**src/sv/ddsm_pkg.sv**
```systemverilog
// shared types, constants and double-dabble helpers for the digit substring matcher
`default_nettype none

package ddsm_pkg;

   localparam int NUM_DIGITS   = 10;
   localparam int BIN_WIDTH    = 32;
   localparam int BCD_WIDTH    = 4 * NUM_DIGITS;
   localparam int DD_WIDTH     = BCD_WIDTH + BIN_WIDTH;
   localparam int INDEX_WIDTH  = 16;
   localparam int COUNT_WIDTH  = 4;
   localparam int STEPS_PER_ST = 8;
   localparam int DD_STAGES    = BIN_WIDTH / STEPS_PER_ST;

   typedef logic [NUM_DIGITS-1:0][3:0] digits_type;
   typedef logic [DD_WIDTH-1:0]        dd_vec_type;

   typedef struct packed {
      logic [INDEX_WIDTH-1:0] index;
      logic [BIN_WIDTH-1:0]   id;
      logic                   last;
   } tag_type;

   // one double-dabble iteration: add 3 to every bcd digit above 4, then shift
   function automatic dd_vec_type dd_step(input dd_vec_type v);
      dd_vec_type r;
      r = v;
      for (int i = 0; i < NUM_DIGITS; i++) begin
         if (r[BIN_WIDTH + 4*i +: 4] >= 4'd5) begin
            r[BIN_WIDTH + 4*i +: 4] = r[BIN_WIDTH + 4*i +: 4] + 4'd3;
         end
      end
      return {r[DD_WIDTH-2:0], 1'b0};
   endfunction

   function automatic dd_vec_type dd_steps(input dd_vec_type v);
      dd_vec_type r;
      r = v;
      for (int s = 0; s < STEPS_PER_ST; s++) begin
         r = dd_step(r);
      end
      return r;
   endfunction

endpackage

`default_nettype wire

```
**src/sv/decimal_digit_substring_matcher_core.sv**
```systemverilog
// Decimal digit substring matcher: counts pattern occurrences in the digit run of each id.
//
// Usage: ids enter on the req_ channel (valid/ready) with their list index and last flag;
// each word gives exactly one rsp_ word with the index, the id, the number of digit
// windows equal to the pattern (0 to 10) and the last flag, in order.
// The pattern is written through csr_wr_en/csr_wr_data. A write starts a bit-serial
// decimal conversion of the pattern; req_ready stays low until the conversion is done.
// Datapath: four double-dabble stages (8 shift steps each) turn the id into ten decimal
// digits, one stage compares all ten windows against the pattern digits, and the
// output register holds the popcount. Throughput is one word per cycle, set by the
// pipelined double-dabble stages, while no pattern conversion or rsp_ready stall holds it.
// Reset clears all valid bits and sets the pattern to 0 (one digit wide), so the block
// accepts words right after reset. When the receiver holds rsp_ready low with a word
// waiting, the whole pipeline freezes and req_ready drops; nothing is lost or repeated.
`default_nettype none

module decimal_digit_substring_matcher_core (
   input  wire                              clock,
   input  wire                              reset,
   input  wire                              csr_wr_en,
   input  wire [ddsm_pkg::BIN_WIDTH-1:0]    csr_wr_data,
   input  wire                              req_valid,
   output logic                             req_ready,
   input  wire [ddsm_pkg::BIN_WIDTH-1:0]    req_id_value,
   input  wire [ddsm_pkg::INDEX_WIDTH-1:0]  req_item_index,
   input  wire                              req_is_last,
   output logic                             rsp_valid,
   input  wire                              rsp_ready,
   output logic [ddsm_pkg::INDEX_WIDTH-1:0] rsp_match_index,
   output logic [ddsm_pkg::BIN_WIDTH-1:0]   rsp_matched_id,
   output logic [ddsm_pkg::COUNT_WIDTH-1:0] rsp_occurrence_count,
   output logic                             rsp_last_out
);
   import ddsm_pkg::*;

   localparam int NUM_ST   = DD_STAGES + 1;

   // pattern conversion
   logic                 pcv_busy_ff;
   logic [4:0]           pcv_count_ff;
   dd_vec_type           pcv_vec_ff;
   dd_vec_type           pcv_vec_in;
   digits_type           pcv_digits;
   logic [NUM_DIGITS-1:0] pcv_mask;
   digits_type           pat_digits_ff;
   logic [NUM_DIGITS-1:0] pat_mask_ff;

   // datapath
   logic                 pipe_en;
   logic                 valid_ff [NUM_ST];
   tag_type              tag_ff   [NUM_ST];
   dd_vec_type           dd_ff    [DD_STAGES];
   dd_vec_type           dd_in    [DD_STAGES];
   logic [NUM_DIGITS-1:0] match_ff;
   logic [NUM_DIGITS-1:0] match_in;
   digits_type           id_digits;
   logic [COUNT_WIDTH-1:0] count_in;

   logic                 rsp_valid_ff;
   tag_type              rsp_tag_ff;
   logic [COUNT_WIDTH-1:0] rsp_count_ff;

   assign pcv_vec_in = dd_step(pcv_vec_ff);
   assign pcv_digits = pcv_vec_in[DD_WIDTH-1:BIN_WIDTH];

   // digit count mask: bit j set when some digit at j or above is nonzero; bit 0 is always set
   always_comb begin
      logic any_nz;
      any_nz = 1'b0;
      for (int j = NUM_DIGITS - 1; j >= 0; j--) begin
         any_nz      = any_nz | (pcv_digits[j] != 4'd0);
         pcv_mask[j] = any_nz | (j == 0);
      end
   end

   always_ff @(posedge clock) begin
      if (reset) begin
         pcv_busy_ff   <= 1'b0;
         pcv_count_ff  <= '0;
         pat_digits_ff <= '0;
         pat_mask_ff   <= NUM_DIGITS'(1);
      end else if (csr_wr_en) begin
         pcv_busy_ff  <= 1'b1;
         pcv_count_ff <= '0;
      end else if (pcv_busy_ff) begin
         pcv_count_ff <= pcv_count_ff + 5'd1;
         if (pcv_count_ff == 5'(BIN_WIDTH - 1)) begin
            pcv_busy_ff   <= 1'b0;
            pat_digits_ff <= pcv_digits;
            pat_mask_ff   <= pcv_mask;
         end
      end
   end

   always_ff @(posedge clock) begin
      if (csr_wr_en) begin
         pcv_vec_ff <= {{BCD_WIDTH{1'b0}}, csr_wr_data};
      end else if (pcv_busy_ff) begin
         pcv_vec_ff <= pcv_vec_in;
      end
   end

   assign pipe_en   = !rsp_valid_ff || rsp_ready;
   assign req_ready = pipe_en && !pcv_busy_ff;

   always_comb begin
      dd_in[0] = dd_steps({{BCD_WIDTH{1'b0}}, req_id_value});
      for (int s = 1; s < DD_STAGES; s++) begin
         dd_in[s] = dd_steps(dd_ff[s-1]);
      end
   end

   assign id_digits = dd_ff[DD_STAGES-1][DD_WIDTH-1:BIN_WIDTH];

   // window k matches when its digits equal the pattern and the id still has digits at k
   always_comb begin
      logic       any_nz;
      logic       eq;
      logic [3:0] dg;
      any_nz   = 1'b0;
      match_in = '0;
      for (int k = NUM_DIGITS - 1; k >= 0; k--) begin
         any_nz = any_nz | (id_digits[k] != 4'd0);
         eq     = any_nz;
         for (int j = 0; j < NUM_DIGITS; j++) begin
            dg = (k + j < NUM_DIGITS) ? id_digits[(k + j) % NUM_DIGITS] : 4'd0;
            if (pat_mask_ff[j] && dg != pat_digits_ff[j]) begin
               eq = 1'b0;
            end
         end
         match_in[k] = eq;
      end
   end

   always_comb begin
      count_in = '0;
      for (int k = 0; k < NUM_DIGITS; k++) begin
         count_in = count_in + COUNT_WIDTH'(match_ff[k]);
      end
   end

   always_ff @(posedge clock) begin
      if (reset) begin
         for (int s = 0; s < NUM_ST; s++) begin
            valid_ff[s] <= 1'b0;
         end
         rsp_valid_ff <= 1'b0;
      end else if (pipe_en) begin
         valid_ff[0] <= req_valid && req_ready;
         for (int s = 1; s < NUM_ST; s++) begin
            valid_ff[s] <= valid_ff[s-1];
         end
         rsp_valid_ff <= valid_ff[NUM_ST-1];
      end
   end

   always_ff @(posedge clock) begin
      if (pipe_en) begin
         tag_ff[0] <= '{index: req_item_index, id: req_id_value, last: req_is_last};
         for (int s = 1; s < NUM_ST; s++) begin
            tag_ff[s] <= tag_ff[s-1];
         end
         for (int s = 0; s < DD_STAGES; s++) begin
            dd_ff[s] <= dd_in[s];
         end
         match_ff     <= match_in;
         rsp_tag_ff   <= tag_ff[NUM_ST-1];
         rsp_count_ff <= count_in;
      end
   end

   assign rsp_valid            = rsp_valid_ff;
   assign rsp_match_index      = rsp_tag_ff.index;
   assign rsp_matched_id       = rsp_tag_ff.id;
   assign rsp_occurrence_count = rsp_count_ff;
   assign rsp_last_out         = rsp_tag_ff.last;

   // no word enters while the pattern is being converted
   assert property (@(posedge clock) disable iff (reset) pcv_busy_ff |-> !req_ready)
      else $error("word accepted during pattern conversion");

   // an accepted word shows up in the first stage
   assert property (@(posedge clock) disable iff (reset) (req_valid && req_ready) |=> valid_ff[0])
      else $error("accepted word lost at pipeline entry");

   // a zero id has no windows
   assert property (@(posedge clock) disable iff (reset)
      (rsp_valid && rsp_matched_id == '0) |-> rsp_occurrence_count == '0)
      else $error("nonzero count for zero id");

   // the count never exceeds the number of digit windows
   assert property (@(posedge clock) disable iff (reset)
      rsp_valid |-> rsp_occurrence_count <= COUNT_WIDTH'(NUM_DIGITS))
      else $error("occurrence count out of range");

   // the pattern always covers at least its lowest digit
   assert property (@(posedge clock) disable iff (reset) pat_mask_ff[0])
      else $error("pattern digit mask lost its lowest digit");

endmodule

`default_nettype wire
```
**config.mk**
```make
export PLATFORM = sky130hd
export DESIGN_NAME = decimal_digit_substring_matcher_core
export DESIGN_NICKNAME = d
export VERILOG_FILES = /design/src/sv/ddsm_pkg.sv /design/src/sv/decimal_digit_substring_matcher_core.sv
export SDC_FILE = /design/constraint.sdc
export NUM_CORES = 2
export LEC_CHECK = 0
export ABC_AREA = 1
export BUFFER_PORTS_ARGS = -buffer_cell sky130_fd_sc_hd__buf_4
export CORE_MARGIN = 1.5
export CORE_UTILIZATION = 45
export CTS_BUF_LIST = sky130_fd_sc_hd__clkbuf_8
export CTS_CLUSTER_SIZE = 40
export DETAILED_ROUTE_END_ITERATION = 10
export GPL_ROUTABILITY_DRIVEN = 0
export PLACE_DENSITY = 0.7
export SYNTH_ARGS = -nofsm -noshare
export SYNTH_HDL_FRONTEND = slang
export SYNTH_SLANG_ARGS = --single-unit
```
**constraint.sdc**
```tcl
create_clock -name clock -period 14.9 [get_ports clock]
set_clock_uncertainty 0.15 [all_clocks]
set_input_delay 2.98 -clock clock [delete_from_list [all_inputs] [get_ports clock]]
set_output_delay 2.98 -clock clock [all_outputs]
set_load 0.02 [all_outputs]
```
==> flow_metrics.env <==
export IMPL_crit_family="compound AO/OA/AOI/OAI gates"
export IMPL_remaining_drc_errors=0
export IMPL_cts_buffer_depth=3
export IMPL_ys_types=63
export IMPL_hold_path_class="reg -> reg"
export IMPL_grt_max_degree=128
export IMPL_max_stage_delay_ns=0.32
export IMPL_drv_cap=0
export IMPL_final_common_cell="nand2_1"
export IMPL_path_buf_inv=6
export IMPL_post_cts_resized=0
export IMPL_finalCritPeriodShare_pct=49.5
export IMPL_grt_pass1_wl_mm=128
export IMPL_hold_path_depth=0
export IMPL_clk_pin_slew_ns=0.06
export IMPL_rows=105
export IMPL_cp_depth=26
export IMPL_hold_viol_final=0
export IMPL_syn_num_nets=4841
export IMPL_syn_inst=4591
export IMPL_ant_nets=0
export IMPL_avgRoutedWirePerCell_um=12.8
export IMPL_end_kind="flop"
export IMPL_rsz0062_at_grt="false"
export IMPL_min_delay_start="tag_ff[1][2]$_DFFE_PN_"
export IMPL_fmax_mhz=135
export IMPL_grt_pass1_vias=28000
export IMPL_slew_viol_final=0
export IMPL_worstReg2RegStart="dd_ff[0][29]$_DFFE_PN_"
export IMPL_min_period_ns=7.38
export IMPL_r2r_end="dd_ff[1][41]$_DFFE_PN_"
export IMPL_cts_root_buffer="clkbuf_8"
export IMPL_syn_area_um2=37500
export IMPL_start_kind="input pin"
export IMPL_drt_iter0_drc=1762
export IMPL_dp_hpwl_mm=56.6
export IMPL_crit_path_max_fanout=4
export IMPL_grt_use_total_pct=17.8
export IMPL_avgSynthCellArea_um2=8.17
export IMPL_clock_latency_ns=0.72
export IMPL_fin_setup_tns_ns=0
export IMPL_final_cell_mix="1,269 x nand2_1, 710 x inv_1, 443 x edfxtp_1"
export IMPL_dieArea_um2=85100
export IMPL_cp_arrival_ns=7.69
export IMPL_cts_tree="yes"
export IMPL_htree_num_levels=3
export IMPL_relSlewSlack_pct=27.8
export IMPL_die_h_um=292
export IMPL_ys_seq_area_share_pct=40.6
export IMPL_cpMaxStageDelayCell="a21oi_1"
export IMPL_cts_hold_buffers=0
export IMPL_dr_total_vias=29700
export IMPL_crit_required_ns=15.21
export IMPL_area_growth_pct=11.0
export IMPL_cts_buffers=91
export IMPL_antenna_found_initial=4
export IMPL_r2r_slack_ns=8.67
export IMPL_die_x_um=292
export IMPL_initial_core_util_pct=45.6
export IMPL_finalWirelength_mm=75.6
export IMPL_tightest_slew_ns=1.08
export IMPL_coreArea_um2=82400
export IMPL_worst_r2r_cell_count=37
export IMPL_grt_overflow=0
export IMPL_cts_num_sinks=539
export IMPL_hold_end="tag_ff[2][2]$_DFFE_PN_"
export IMPL_yosys_register_bits=539
export IMPL_yosys_warnings=0
export IMPL_ios=141
export IMPL_layout_nets=4999
export IMPL_firstDrtPassIters=6
export IMPL_portBuffers=140
export IMPL_status="finished clean"
export IMPL_via_per_inst=5.04
export IMPL_postCtsSetupRepairBufs=0
export IMPL_crit_type="in -> reg"
export IMPL_layout_drive_gt1_share_pct=17.4
export IMPL_setup_violations_final=0
==> final cells by class <==
class / count / area (µm²)
Antenna cell: 2 / 5.00
Clock buffer: 97 / 1340
Clock inverter: 72 / 624
Fill cell: 7675 / 40700
Inverter: 736 / 2770
Multi-Input combinational cell: 3233 / 19200
Sequential cell: 539 / 15200
Tap cell: 1070 / 1340
Timing Repair Buffer: 148 / 1110
==> cell families (layout without fill, tap and decap cells) <==
group                      Yosys count  after routing  share of synthesized area (%)
and+or+nand+nor                   2346           2346                           31.1
buffers and inverters              819           1053                           8.19
other                                0              2                              0
AOI/OAI and AO/OA                  472            472                           8.19
xor gates and xnor gates           249            249                           6.28
DFF                                539            539                           40.6
adders and majority gates          164            164                           5.59
muxes                                2              2                         0.0534
==> worst max path at each step <==
stage | start | endpoint | slack (ns)
final | req_id_value[29] | dd_ff[0][25]$_DFFE_PN_ | 7.52
after global routing | req_id_value[29] | dd_ff[0][25]$_DFFE_PN_ | 6.99
after CTS | req_id_value[29] | dd_ff[0][25]$_DFFE_PN_ | 7.62
after detailed placement | req_id_value[29] | dd_ff[0][25]$_DFFE_PN_ | 6.87
after global placement | req_id_value[29] | dd_ff[0][25]$_DFFE_PN_ | 7.20
after floorplan | rsp_ready | valid_ff[0]$_SDFFCE_PN0P_ | 2.38
==> registers in the layout (all words and copies together) (netlist names), 4 cells and up <==
register and count:
rsp_matched_id 32, pcv_vec_ff 72, rsp_match_index 16, valid_ff 5, pcv_count_ff 5, dd_ff 98, pat_digits_ff 40, match_ff 10
rsp_occurrence_count 4, tag_ff 245, pat_mask_ff 9
==> per-stage QoR <==
stage,area [µm²],util [%],std cells,setup slack (ns),hold slack (ns)
3_3_place_gp,39700,48.2,5726,7.20,0.250
2_1_floorplan,37500,-,4591,2.38,0.250
4_1_cts,41600,50.5,5895,7.62,0.251
5_1_grt,41600,50.6,5897,6.99,0.249
6_report,41600,50.6,5897,7.52,0.256
3_5_place_dp,39700,48.2,5726,6.87,0.255
==> cells in the mapped netlist (all sizes together) <==
cell type  count  share of area (%)
nand2       1530                 18
inv          734                7.3
edfxtp       443                 35
nand3        431                7.5
o21ai        223                3.8
xor2         168                4.3
ha           158                5.3
nand4        153                2.6
dfxtp         96                5.1
a21oi         90                1.2
nor2          86               0.87
xnor2         81                2.0
clkbuf        74               0.74
o22ai         42               0.70
and2          35               0.67
nor3          33               0.44
a21o          28               0.56
or2           28               0.47
nand3b        26               0.53
o211ai        21               0.42
nor4          19               0.32
o41ai         16               0.37
o21bai        11               0.22
buf            9              0.090
a31o           8               0.19
a211oi         7               0.14
a41oi          6               0.14
fa             6               0.32
a31oi          5              0.083
o2111ai        4              0.093
o31ai          3              0.060
a21boi         2              0.050
clkinv         2              0.020
mux2i          2              0.053
o21a           2              0.040
or3            2              0.033
a221o          1              0.027
a22oi          1              0.020
nor3b          1              0.020
nor4b          1              0.023
o211a          1              0.027
o221ai         1              0.023
or4            1              0.020
==> layer usage <==
layer | wire length, µm | global-route usage, % | vias to the layer above
met2 | 36100 | 30.8 | 601
met3 | 3710 | 3.17 | 170
met1 | 33700 | 22.1 | 13500
met5 | 17 | 0 | -
li1 | - | - | 15500
met4 | 2050 | 6.17 | 2
Power is not shown: default switching activity piles up to over one toggle a cycle in this logic, so the estimate is an artifact.
